===== src/rtl/core/tlpf_pkg.sv =====
// Shared constants, codes and types of the page frame manager.
`default_nettype none

package tlpf_pkg;

	// Frame table geometry.
	localparam int MaxFrames = 16;
	localparam int FrameW    = $clog2(MaxFrames);
	localparam int CountW    = $clog2(MaxFrames + 1);
	localparam int RankW     = FrameW;
	localparam int PageW     = 8;
	localparam int FaultW    = 16;

	localparam logic [RankW-1:0]  RankMax  = RankW'(MaxFrames - 1);
	localparam logic [CountW-1:0] CountMax = CountW'(MaxFrames);
	localparam logic [FaultW-1:0] FaultMax = {FaultW{1'b1}};

	// Configuration port.
	localparam int CfgIdxW  = 1;
	localparam int CfgDataW = CountW;
	localparam logic [CfgIdxW-1:0] CFG_FRAMES_IN_USE = 1'b0;
	localparam logic [CfgIdxW-1:0] CFG_PINNED_COUNT  = 1'b1;

	localparam logic [CountW-1:0] FramesInUseReset = CountW'(16);
	localparam logic [CountW-1:0] PinnedCountReset = '0;

	typedef enum logic [1:0] {
		KIND_REF   = 2'd0,
		KIND_PIN   = 2'd1,
		KIND_CLEAR = 2'd2
	} kind_t;

	typedef enum logic [2:0] {
		OUT_PINNED_HIT = 3'd0,
		OUT_TABLE_HIT  = 3'd1,
		OUT_FREE_FILL  = 3'd2,
		OUT_REPLACED   = 3'd3,
		OUT_NO_FRAME   = 3'd4,
		OUT_SETUP_DONE = 3'd5
	} outcome_t;

	typedef logic [RankW-1:0] rank_t;
	typedef logic [PageW-1:0] page_t;

	typedef struct packed {
		logic              found;
		logic [FrameW-1:0] idx;
	} victim_t;

endpackage

`default_nettype wire


===== src/rtl/core/tlpf_if.sv =====
// Request and response channel interfaces of the page frame manager.
`default_nettype none

interface tlpf_req_if
	import tlpf_pkg::*;
	();
	logic              valid;
	logic              ready;
	logic [1:0]        kind;
	logic [FrameW-1:0] slot;
	logic [PageW-1:0]  page;

	modport source(output valid, kind, slot, page, input ready);
	modport sink(input valid, kind, slot, page, output ready);
endinterface

interface tlpf_rsp_if
	import tlpf_pkg::*;
	();
	logic              valid;
	logic              ready;
	logic [2:0]        outcome;
	logic [FrameW-1:0] frame;
	logic [PageW-1:0]  evicted_page;
	logic              evicted_valid;
	logic [FaultW-1:0] fault_count;

	modport source(output valid, outcome, frame, evicted_page, evicted_valid, fault_count,
		input ready);
	modport sink(input valid, outcome, frame, evicted_page, evicted_valid, fault_count,
		output ready);
endinterface

`default_nettype wire


===== src/rtl/core/tlpf_victim_sel.sv =====
// Least recently used victim pick over the managed frames by pairwise rank compare.
`default_nettype none

module tlpf_victim_sel
	import tlpf_pkg::*;
(
	input  logic [MaxFrames-1:0]        cand,
	input  rank_t [MaxFrames-1:0]       rank,
	output victim_t                     victim
);

	logic [MaxFrames-1:0] win;
	logic [FrameW-1:0]    idx;

	// A candidate wins when it is strictly older than every lower candidate and
	// at least as old as every higher one, so ties go to the lowest frame.
	always_comb begin
		for (int i = 0; i < MaxFrames; i++) begin
			win[i] = cand[i];
			for (int j = 0; j < MaxFrames; j++) begin
				if (j < i) begin
					if (cand[j] && !(rank[i] > rank[j])) win[i] = 1'b0;
				end else if (j > i) begin
					if (cand[j] && !(rank[i] >= rank[j])) win[i] = 1'b0;
				end
			end
		end
	end

	// The winner vector is one-hot, so its index is an OR of indices.
	always_comb begin
		idx = '0;
		for (int i = 0; i < MaxFrames; i++) begin
			if (win[i]) idx = idx | FrameW'(i);
		end
	end

	assign victim.found = |cand;
	assign victim.idx   = idx;

endmodule

`default_nettype wire


===== src/rtl/core/tlpf_lru_page_frame_manager.sv =====
// Top level of the page frame manager with pinned translations and LRU replacement.
`default_nettype none

//  Channel | Dir | Beat contents                                            | Handshake
//  --------+-----+----------------------------------------------------------+-------------
//  req     | in  | kind, slot, page                                         | valid/ready
//  rsp     | out | outcome, frame, evicted_page, evicted_valid, fault_count | valid/ready
//  cfg     | in  | cfg_idx, cfg_wdata (frames_in_use, pinned_count)         | cfg_we only
//
//  One request beat is taken per cycle unless a stalled response holds both registers.
//  A beat lands in the input register, all lookup, victim choice and rank update happen in
//  one combinational pass through the sixteen-entry compare and the rank update, and the
//  result is held in the result register until it is taken.
//  Reset clears the control state, the valid bits, ranks, free pointer and fault count;
//  frame page contents stay undefined until filled. A stalled response holds its
//  register, and the input register drains into it as soon as it is free or taken.

module tlb_lru_page_frame_manager
	import tlpf_pkg::*;
(
	input  wire logic                clk,
	input  wire logic                arst_n,
	tlpf_req_if.sink                 req,
	tlpf_rsp_if.source               rsp,
	input  wire logic                cfg_we,
	input  wire logic [CfgIdxW-1:0]  cfg_idx,
	input  wire logic [CfgDataW-1:0] cfg_wdata
);

	// Configuration registers.
	logic [CountW-1:0] frames_in_use_q;
	logic [CountW-1:0] pinned_count_q;

	// Translation and frame state.
	page_t [MaxFrames-1:0] pinned_page_q;
	logic  [MaxFrames-1:0] pinned_valid_q;
	page_t [MaxFrames-1:0] frame_page_q;
	logic  [MaxFrames-1:0] frame_valid_q;
	rank_t [MaxFrames-1:0] rank_q;
	logic  [CountW-1:0]    next_free_q;
	logic  [FaultW-1:0]    fault_q;

	// Input register.
	logic              valid_s1;
	kind_t             kind_s1;
	logic [FrameW-1:0] slot_s1;
	page_t             page_s1;

	// Result register.
	logic              valid_s2;
	outcome_t          outcome_s2;
	logic [FrameW-1:0] frame_s2;
	page_t             ev_page_s2;
	logic              ev_valid_s2;

	logic adv;
	logic step;
	logic take;

	// A beat in the input register moves on whenever the result register is free
	// or is being emptied in the same cycle; the state changes at that same edge.
	assign adv       = !valid_s2 || rsp.ready;
	assign step      = valid_s1 && adv;
	assign req.ready = !valid_s1 || adv;
	assign take      = req.valid && req.ready;

	always_ff @(posedge clk or negedge arst_n) begin
		if (!arst_n) begin
			frames_in_use_q <= FramesInUseReset;
			pinned_count_q  <= PinnedCountReset;
		end else if (cfg_we) begin
			unique case (cfg_idx)
				CFG_FRAMES_IN_USE: frames_in_use_q <= cfg_wdata;
				CFG_PINNED_COUNT:  pinned_count_q  <= cfg_wdata;
				default: ;
			endcase
		end
	end

	// Register bounds: values above the table depth act as the full depth.
	logic [CountW-1:0] lo;
	logic [CountW-1:0] hi;
	assign lo = (pinned_count_q > CountMax) ? CountMax : pinned_count_q;
	assign hi = (frames_in_use_q > CountMax) ? CountMax : frames_in_use_q;

	// Associative compares against the registered page.
	logic [MaxFrames-1:0] pin_hit;
	logic [MaxFrames-1:0] frm_hit;
	logic [MaxFrames-1:0] cand;
	logic [FrameW-1:0]    pin_idx;
	logic [FrameW-1:0]    frm_idx;

	always_comb begin
		for (int i = 0; i < MaxFrames; i++) begin
			pin_hit[i] = (CountW'(i) < lo) && pinned_valid_q[i] && (pinned_page_q[i] == page_s1);
			cand[i]    = (CountW'(i) >= lo) && (CountW'(i) < hi) && frame_valid_q[i];
			frm_hit[i] = cand[i] && (frame_page_q[i] == page_s1);
		end
	end

	// Lowest matching entry wins in both tables.
	always_comb begin
		pin_idx = '0;
		frm_idx = '0;
		for (int i = MaxFrames - 1; i >= 0; i--) begin
			if (pin_hit[i]) pin_idx = FrameW'(i);
			if (frm_hit[i]) frm_idx = FrameW'(i);
		end
	end

	victim_t victim;

	tlpf_victim_sel u_victim_sel (
		.cand   (cand),
		.rank   (rank_q),
		.victim (victim)
	);

	// The fill position is lifted out of the pinned range when the free pointer lies inside it.
	logic [CountW-1:0] fill;
	logic              fill_ok;
	assign fill    = (next_free_q < lo) ? lo : next_free_q;
	assign fill_ok = fill < hi;

	// Decision for the beat in the input register.
	outcome_t              outcome_d;
	logic [FrameW-1:0]     frame_d;
	page_t                 ev_page_d;
	logic                  ev_valid_d;
	logic                  do_touch;
	logic                  do_insert;
	logic                  do_clear;
	logic                  do_pin;
	logic [FrameW-1:0]     tgt;
	rank_t                 tgt_rank;
	rank_t [MaxFrames-1:0] rank_d;
	logic  [MaxFrames-1:0] frame_valid_d;
	logic  [CountW-1:0]    next_free_d;
	logic  [FaultW-1:0]    fault_d;

	always_comb begin
		outcome_d   = OUT_SETUP_DONE;
		frame_d     = '0;
		ev_page_d   = '0;
		ev_valid_d  = 1'b0;
		do_touch    = 1'b0;
		do_insert   = 1'b0;
		do_clear    = 1'b0;
		do_pin      = 1'b0;
		tgt         = '0;
		next_free_d = next_free_q;
		fault_d     = fault_q;
		case (kind_s1)
			KIND_REF: begin
				if (|pin_hit) begin
					outcome_d = OUT_PINNED_HIT;
					frame_d   = pin_idx;
				end else if (|frm_hit) begin
					outcome_d = OUT_TABLE_HIT;
					frame_d   = frm_idx;
					tgt       = frm_idx;
					do_touch  = 1'b1;
				end else if (fill_ok) begin
					outcome_d   = OUT_FREE_FILL;
					frame_d     = fill[FrameW-1:0];
					tgt         = fill[FrameW-1:0];
					do_insert   = 1'b1;
					next_free_d = fill + CountW'(1);
				end else if (victim.found) begin
					outcome_d  = OUT_REPLACED;
					frame_d    = victim.idx;
					tgt        = victim.idx;
					ev_page_d  = frame_page_q[victim.idx];
					ev_valid_d = 1'b1;
					do_touch   = 1'b1;
					if (fault_q != FaultMax) fault_d = fault_q + FaultW'(1);
				end else begin
					outcome_d = OUT_NO_FRAME;
				end
			end
			KIND_PIN: begin
				frame_d = slot_s1;
				do_pin  = 1'b1;
			end
			KIND_CLEAR: begin
				do_clear    = 1'b1;
				next_free_d = lo;
				fault_d     = '0;
			end
			default: ;
		endcase
	end

	// Rank update: a touch ages only the frames more recent than the target,
	// an insert ages every other valid frame up to the oldest rank.
	assign tgt_rank = rank_q[tgt];

	always_comb begin
		for (int i = 0; i < MaxFrames; i++) begin
			rank_d[i]        = rank_q[i];
			frame_valid_d[i] = frame_valid_q[i];
			if (do_clear) begin
				rank_d[i]        = '0;
				frame_valid_d[i] = 1'b0;
			end else if (FrameW'(i) == tgt && (do_touch || do_insert)) begin
				rank_d[i]        = '0;
				frame_valid_d[i] = 1'b1;
			end else if (frame_valid_q[i]) begin
				if (do_insert && rank_q[i] != RankMax) rank_d[i] = rank_q[i] + RankW'(1);
				if (do_touch && rank_q[i] < tgt_rank)  rank_d[i] = rank_q[i] + RankW'(1);
			end
		end
	end

	// Input register.
	always_ff @(posedge clk or negedge arst_n) begin
		if (!arst_n) begin
			valid_s1 <= 1'b0;
		end else if (take) begin
			valid_s1 <= 1'b1;
		end else if (adv) begin
			valid_s1 <= 1'b0;
		end
	end

	always_ff @(posedge clk) begin
		if (take) begin
			kind_s1 <= kind_t'(req.kind);
			slot_s1 <= req.slot;
			page_s1 <= req.page;
		end
	end

	// Result register.
	always_ff @(posedge clk or negedge arst_n) begin
		if (!arst_n) begin
			valid_s2 <= 1'b0;
		end else if (adv) begin
			valid_s2 <= valid_s1;
		end
	end

	always_ff @(posedge clk) begin
		if (step) begin
			outcome_s2  <= outcome_d;
			frame_s2    <= frame_d;
			ev_page_s2  <= ev_page_d;
			ev_valid_s2 <= ev_valid_d;
		end
	end

	// Control state with reset.
	always_ff @(posedge clk or negedge arst_n) begin
		if (!arst_n) begin
			pinned_page_q  <= '0;
			pinned_valid_q <= '0;
			frame_valid_q  <= '0;
			rank_q         <= '0;
			next_free_q    <= '0;
			fault_q        <= '0;
		end else if (step) begin
			frame_valid_q <= frame_valid_d;
			rank_q        <= rank_d;
			next_free_q   <= next_free_d;
			fault_q       <= fault_d;
			if (do_clear) begin
				pinned_valid_q <= '0;
			end else if (do_pin) begin
				pinned_valid_q[slot_s1] <= 1'b1;
				pinned_page_q[slot_s1]  <= page_s1;
			end
		end
	end

	// Frame page contents are written on fill and on replacement only.
	always_ff @(posedge clk) begin
		if (step && (do_insert || (do_touch && ev_valid_d))) begin
			frame_page_q[tgt] <= page_s1;
		end
	end

	assign rsp.valid         = valid_s2;
	assign rsp.outcome       = outcome_s2;
	assign rsp.frame         = frame_s2;
	assign rsp.evicted_page  = ev_page_s2;
	assign rsp.evicted_valid = ev_valid_s2;
	assign rsp.fault_count   = fault_q;

	// A clear leaves no valid translation, frame or rank behind.
	a_clear_empties: assert property (@(posedge clk) disable iff (!arst_n)
		(step && kind_s1 == KIND_CLEAR) |=>
			(frame_valid_q == '0 && pinned_valid_q == '0 && rank_q == '0 && fault_q == '0))
		else $error("clear left state behind");

	// The fault count only grows, except on a clear.
	a_fault_monotonic: assert property (@(posedge clk) disable iff (!arst_n)
		(step && kind_s1 != KIND_CLEAR) |=> (fault_q >= $past(fault_q)))
		else $error("fault count went down without a clear");

	// An eviction is reported with a replacement and nothing else.
	a_evict_outcome: assert property (@(posedge clk) disable iff (!arst_n)
		(valid_s2 && ev_valid_s2) |-> (outcome_s2 == OUT_REPLACED))
		else $error("eviction reported without replacement");

	// The free pointer never runs past the table depth.
	a_free_bound: assert property (@(posedge clk) disable iff (!arst_n)
		next_free_q <= CountMax)
		else $error("free pointer out of range");

	// A touched or filled frame comes out as the most recent one.
	a_target_mru: assert property (@(posedge clk) disable iff (!arst_n)
		(step && (do_touch || do_insert)) |=> (rank_q[$past(tgt)] == '0 &&
			frame_valid_q[$past(tgt)]))
		else $error("target frame not made most recent");

endmodule

`default_nettype wire


===== src/flat_wrapper.sv =====
// flat-port wrapper written by rule: the top's interface ports become plain ports
module tlb_lru_page_frame_manager_flat import tlpf_pkg::*;
  (clk, arst_n, cfg_we, cfg_idx, cfg_wdata, req_valid, req_kind, req_slot, req_page, req_ready, rsp_valid, rsp_outcome, rsp_frame, rsp_evicted_page, rsp_evicted_valid, rsp_fault_count, rsp_ready);
  tlpf_req_if req_i ();
  tlpf_rsp_if rsp_i ();
  input  wire logic clk;
  input  wire logic arst_n;
  input  wire logic cfg_we;
  input  wire logic [CfgIdxW-1:0] cfg_idx;
  input  wire logic [CfgDataW-1:0] cfg_wdata;
  input wire logic [$bits(req_i.valid)-1:0] req_valid;
  input wire logic [$bits(req_i.kind)-1:0] req_kind;
  input wire logic [$bits(req_i.slot)-1:0] req_slot;
  input wire logic [$bits(req_i.page)-1:0] req_page;
  output wire logic [$bits(req_i.ready)-1:0] req_ready;
  output wire logic [$bits(rsp_i.valid)-1:0] rsp_valid;
  output wire logic [$bits(rsp_i.outcome)-1:0] rsp_outcome;
  output wire logic [$bits(rsp_i.frame)-1:0] rsp_frame;
  output wire logic [$bits(rsp_i.evicted_page)-1:0] rsp_evicted_page;
  output wire logic [$bits(rsp_i.evicted_valid)-1:0] rsp_evicted_valid;
  output wire logic [$bits(rsp_i.fault_count)-1:0] rsp_fault_count;
  input wire logic [$bits(rsp_i.ready)-1:0] rsp_ready;
  assign req_i.valid = req_valid;
  assign req_i.kind = req_kind;
  assign req_i.slot = req_slot;
  assign req_i.page = req_page;
  assign req_ready = req_i.ready;
  assign rsp_valid = rsp_i.valid;
  assign rsp_outcome = rsp_i.outcome;
  assign rsp_frame = rsp_i.frame;
  assign rsp_evicted_page = rsp_i.evicted_page;
  assign rsp_evicted_valid = rsp_i.evicted_valid;
  assign rsp_fault_count = rsp_i.fault_count;
  assign rsp_i.ready = rsp_ready;
  tlb_lru_page_frame_manager u_core (.clk(clk), .arst_n(arst_n), .req(req_i), .rsp(rsp_i), .cfg_we(cfg_we), .cfg_idx(cfg_idx), .cfg_wdata(cfg_wdata));
endmodule

===== config.mk =====
export PLATFORM = sky130hd
export DESIGN_NAME = tlb_lru_page_frame_manager_flat
export DESIGN_NICKNAME = d
export VERILOG_FILES = /design/src/rtl/core/tlpf_pkg.sv /design/src/rtl/core/tlpf_if.sv /design/src/rtl/core/tlpf_victim_sel.sv /design/src/rtl/core/tlpf_lru_page_frame_manager.sv /design/src/flat_wrapper.sv
export SDC_FILE = /design/constraint.sdc
export NUM_CORES = 2
export LEC_CHECK = 0
export BUFFER_PORTS_ARGS = -buffer_cell sky130_fd_sc_hd__clkbuf_2
export CORE_UTILIZATION = 65
export CTS_CLUSTER_SIZE = 16
export DETAILED_ROUTE_END_ITERATION = 16
export PLACE_DENSITY = 0.82
export SKIP_CTS_REPAIR_TIMING = 1
export SLEW_MARGIN = 40
export SYNTH_ARGS = -nofsm -noshare
export SYNTH_HDL_FRONTEND = slang
export SYNTH_HIERARCHICAL = 1
export SYNTH_SLANG_ARGS = --single-unit
export TNS_END_PERCENT = 1

===== constraint.sdc =====
create_clock -name clk -period 24.4 [get_ports clk]
set_clock_uncertainty 0.15 [all_clocks]
set_input_delay 2.44 -clock clk [delete_from_list [all_inputs] [get_ports clk]]
set_output_delay 2.44 -clock clk [all_outputs]
set_load 0.05 [all_outputs]

After elaboration in Yosys (flattened, before gate mapping):

Cells that the tools add are included.
W data, S select, Z words.

* add/subtract/negate cells: 18
* multiplexer cells: 438
* reduce and logical (&&, ||, !) cells: 686
* equality and inequality tests: 72
* bitwise logic cells: 5
* $lt $le $gt $ge: 298

Operator list (count)
* $mux W4: 127
* $gt A4 B4 Y1: 120
* $ge A4 B4 Y1: 105
* $logic_and A1 B1 Y1: 359
* $mux W1: 275
* $bwmux W128: 2
* $eq A8 B8 Y1: 32
* $logic_not A1 Y1: 227
* $mux W16: 7
* $lt A4 B5 Y1 const A: 16
* $add A4 B1 Y4 const B: 16
* $demux W8 S4: 2
* $lt A4 B4 Y1: 16
* $ne A4 B4 Y1 const B: 16
* $reduce_bool A4 Y1: 16
* $reduce_and A3 Y1: 17
* $reduce_bool A3 Y1: 16
* $reduce_or A16 Y1: 3
* $ge A4 B5 Y1 const A: 8
* $lt A3 B5 Y1 const A: 8
* $reduce_and A2 Y1: 19
* $reduce_bool A2 Y1: 19
* $reduce_or A35 Y1: 1
* $reduce_or A33 Y1: 1
* 37 further kinds: 89

* bits of input ports: 25
* word-level logic and storage cells: 1596
* output and inout port bits: 34
* flip-flop bits (word level): 415

Longest topological paths before layout:

* word-level depth: 49
* depth in mapped cells: 36
* gate-level depth less buffers: 31

Cells and area by module:

The synthesis kept the hierarchy.

Modules (own cells, without submodules)
* tlb_lru_page_frame_manager: times used 1, cells each 2216, sequential area each 11177.0 um^2, area an instance 24299.6 um^2
* tlpf_victim_sel: times used 1, cells each 1594, sequential area each 0.0 um^2, area an instance 12425.7 um^2

Worst setup path before layout:

Ideal clock, no wire load.

* path type: reg-to-reg
* start point: register u_core.frames_in_use_q[4]
* end point: register u_core/rank_q[43] (netlist bit)
* data arrival time: 7.641 ns
* period minus slack after synthesis: 7.877 ns
* required time: 24.163 ns
* path slack: 16.523 ns
* buffers on the path: 6
* library setup time: 0.087 ns
* stages on the path, launching flop included: 34
* cells stage by stage: dfstp_2 > buf_2 > or3_1 > or3_1 > and3_1 > inv_2 > buf_2 > o22ai_1 > a211oi_1 > o2111ai_1 > nor4b_1 > a31oi_1 > nand4_1 > buf_1 > nand2_1 > o21ai_0 > o21ai_0 > a211o_1 > nor2_2 > clkbuf_1 > buf_2 > mux2_2 > o211ai_1 > o21ai_0 > o21ai_0 > ha_1 > o21a_1 > o21ai_0 > o2111ai_1 > a31o_1 > and2_4 > buf_6 > or4_1 > o211ai_1

RTL lines
* from (decl): line tlpf_lru_page_frame_manager.sv:31 `logic [CountW-1:0] frames_in_use_q;`
* from (signal assigned): line tlpf_lru_page_frame_manager.sv:69 `frames_in_use_q <= FramesInUseReset;`
* from (signal assigned): line tlpf_lru_page_frame_manager.sv:73 `CFG_FRAMES_IN_USE: frames_in_use_q <= cfg_wdata;`
* to (signal assigned): line tlpf_lru_page_frame_manager.sv:263 `rank_q <= rank_d;`
* to (decl): line tlpf_lru_page_frame_manager.sv:39 `rank_t [MaxFrames-1:0] rank_q;`

==> results.json <==
{
  "cp_max_fo": 33,
  "cap_violations": 0,
  "critical_path_buf_inv_count": 3,
  "route.detailed.drc": 0,
  "cts-root-buf": "clkbuf_16",
  "async_flop_share_pct": 61.9,
  "fp.dieH_um": 240,
  "cts_tree": "done",
  "h-tree-depth": 2,
  "fin_cells": 4635,
  "synth_area_leader_cell": "ha_1",
  "min_path_type": "flip-flop to flip-flop",
  "final_max_slew_viol_count": 0,
  "slowest_stage": "clkinv_1",
  "die_w_um": 240,
  "hold_viol": 0,
  "synth_edf_count": 158,
  "area_growth_syn_to_layout_pct": 7.43,
  "worstMarginPinSlew_ns": 0.931,
  "synth_cell_types": 112,
  "antenna_found_initial": 4,
  "cp_top_family": "compound AO/OA/AOI/OAI gates",
  "crit_required_ns": 24.72,
  "syn_avg_cell_area_um2": 9.64,
  "io_pins": 59,
  "yosysSeqAreaShare_pct": 30.4,
  "criticalPathCategory": "flip-flop to flip-flop",
  "syn_nets": 4392,
  "cp-start-kind": "flip-flop",
  "status": "finished, final reports clean",
  "vias": 33500,
  "multiInputGateArea_um2": 24200,
  "ir_drop_mv": 0.0729,
  "rsz0062_at_grt": "false",
  "avgRoutedWirePerCell_um": 29.0,
  "overflow": 0,
  "finalWeightedCongestion": 1.15,
  "finalNetCount": 4434,
  "grt_start_max_net_pins": 73,
  "drive_gt1_share_pct": 13.0,
  "initial_core_util_pct": 66.3,
  "netlist_area_um2": 36700,
  "dp_cells": 4556,
  "firstDrtPassIters": 8,
  "whs_ns": 0.313,
  "layout_setup_ws_ns": 15.17,
  "cts_buffers": 42,
  "fmax_ghz": 0.108,
  "drt_iter0_markers": 4336,
  "grt_pass1_wl_um": 200000,
  "grt_use_total_pct": 46.7,
  "dieArea_um2": 57500,
  "ant_nets": 0,
  "cellLeakagePower_nw": 16.4,
  "clk_pin_slew_ns": 0.06,
  "num_rows": 86,
  "seq_area_um2": 11200,
  "clock-sinks": 415,
  "grt_pass1_vias": 31900,
  "core_um2": 55400,
  "timing.slew.headroom_pct": 37.2,
  "cpPeakStageDelay_ns": 0.83,
  "clk_path_buf_depth": 3,
  "synth.top_cell.area_share_pct": 19.0,
  "place_ws_ns": 15.51,
  "crit_top_cell": "o21ai_0",
  "min_period_ns": 9.23,
  "n_fill_cell": 4158,
  "clock_latency_ns": 0.59,
  "io_buffers": 58,
  "synthCells": 3810,
  "synthFlopType": "dfrtp_1",
  "cp-end-kind": "flip-flop",
  "setup_tns_ns": 0,
  "power_density_nw_per_um2": 76.7,
  "power.total_mw": 3.02,
  "ys_seq_elements": 415,
  "hpwl_um": 96000,
  "wl_um": 134000,
  "worstPathArrival_ns": 9.55,
  "yosysWarnings": 6,
  "synthTopCellsByArea": "ha_1 (19%), dfrtp_1 (17%), edfxtp_1 (13%)",
  "min_period_over_period_pct": 37.8,
  "routed_via_density": 7.23,
  "setup_viol": 0
}
## flip-flops by register name, indices dropped and copies added (netlist names), 2 cells and up
signal / count
u_core/rsp.frame: 4
u_core/rsp.fault_count: 16
u_core/frames_in_use_q: 5
u_core/pinned_page_q: 128
u_core/slot_s1: 4
u_core/pinned_valid_q: 16
u_core/kind_s1: 2
u_core/rsp.outcome: 3
u_core/next_free_q: 5
u_core/pinned_count_q: 5
u_core/rank_q: 64
u_core/page_s1: 8
u_core/frame_valid_q: 16
u_core/frame_page_q: 128
u_core/rsp.evicted_page: 8
## stage by stage
| step | cell area [um2] | util, % |
|---|---|---|
| 5_1_grt | 39400 | 71.2 |
| 3_5_place_dp | 37900 | 68.4 |
| 2_1_floorplan | 36700 | - |
| 3_3_place_gp | 37800 | 68.2 |
| 4_1_cts | 39400 | 71.1 |
| 6_report | 39500 | 71.2 |
## layout make-up
| class | instances | share of cell area [%] |
|---|---|---|
| multi-input cells | 3083 | 61.4 |
| flip-flops and latches | 415 | 28.3 |
| clock buffers | 55 | 2.99 |
| repair buffers | 141 | 2.46 |
| well taps | 748 | 2.37 |
| inverters | 169 | 1.62 |
| clock inverters | 22 | 0.790 |
| diodes | 2 | 0.0127 |
## cells in the mapped netlist (all sizes together) (34+ instances only)
cell	n
nor4	63
nand2	247
nand2b	76
nand3	111
dfrtp	256
clkbuf	64
and4	63
nor3	61
xor2	75
mux4	40
a21oi	219
edfxtp	158
nor2	270
and3	42
a211oi	34
buf	79
o21ai	185
nand4	129
ha	557
mux2	142
nor2b	66
xnor2	190
o211ai	71
inv	166
## report_power, final
part,internal (mW),total (mW),switching [mW],leakage [nW]
Combinational,0.517,1.44,0.920,10.9
Sequential,0.796,0.893,0.0971,4.83
Clock,0.409,0.695,0.286,0.725
Total,1.72,3.02,1.30,16.4
## cells by family after synthesis
| group | after synthesis | share of synthesized area (%) |
|---|---|---|
| multiplexers | 199 | 7.27 |
| AO/OA/AOI/OAI | 819 | 14.9 |
| adder cells (fa/ha/maj) | 557 | 19.0 |
| buffers and inverters | 312 | 3.96 |
| XOR/XNOR | 265 | 6.32 |
| AND/OR/NAND/NOR | 1243 | 18.2 |
| flip-flops | 415 | 30.4 |
## final timing paths
| kind | startpoint | end | slack, ns | cells past startpoint |
|---|---|---|---|---|
| max | u_core/rank_q[11] | u_core/rank_q[39] | 15.17 | 29 |
| min | u_core/page_s1[1] | u_core/frame_page_q[121] | 0.31 | 0 |
| max reg2reg | u_core/rank_q[11] | u_core/rank_q[39] | 15.17 | 29 |
| min reg2reg | u_core/page_s1[1] | u_core/frame_page_q[121] | 0.31 | 0 |
| max in group asynchronous | arst_n | u_core/rsp.fault_count[1] | 21.01 | 3 |
| min in group asynchronous | arst_n | u_core/next_free_q[3] | 1.67 | 1 |
## layer usage
| metal | track usage (%) | part of all wire, % | vias to the layer above |
|---|---|---|---|
| li1 | - | - | 14500 |
| met1 | 56.6 | 36 | 15900 |
| met2 | 70.4 | 43 | 2336 |
| met3 | 11.8 | 11 | 763 |
| met4 | 37.8 | 9.6 | 2 |
| met5 | 0.0866 | 0.0097 | - |
## layout by cell type (no fill, tap or decap), types with 17 or more instances in the layout
cell	synthesis	layout
o21ai_1	19	23
o22ai_1	21	21
nand4_1	128	128
o2111ai_1	23	23
xor2_1	75	75
and4_1	62	62
nor3_1	58	54
clkbuf_16	0	43
xnor2_1	190	190
a211oi_1	29	28
nor2b_1	66	63
inv_1	156	145
a22oi_1	30	30
nand2b_1	76	76
mux2_2	142	142
a31oi_1	29	29
a21o_1	23	23
o211ai_1	68	68
nor4_1	60	55
ha_1	557	557
edfxtp_1	158	158
nand3_1	110	107
o21a_1	28	28
and3_1	39	39
or3_1	26	26
nand2_1	244	244
clkbuf_2	0	57
a21oi_1	216	216
mux2i_1	17	17
dfrtp_1	256	252
o21ai_0	163	159
buf_4	14	78
mux4_2	40	40
nor2_1	268	262
No activity file was read; power rests on OpenSTA's default activity.
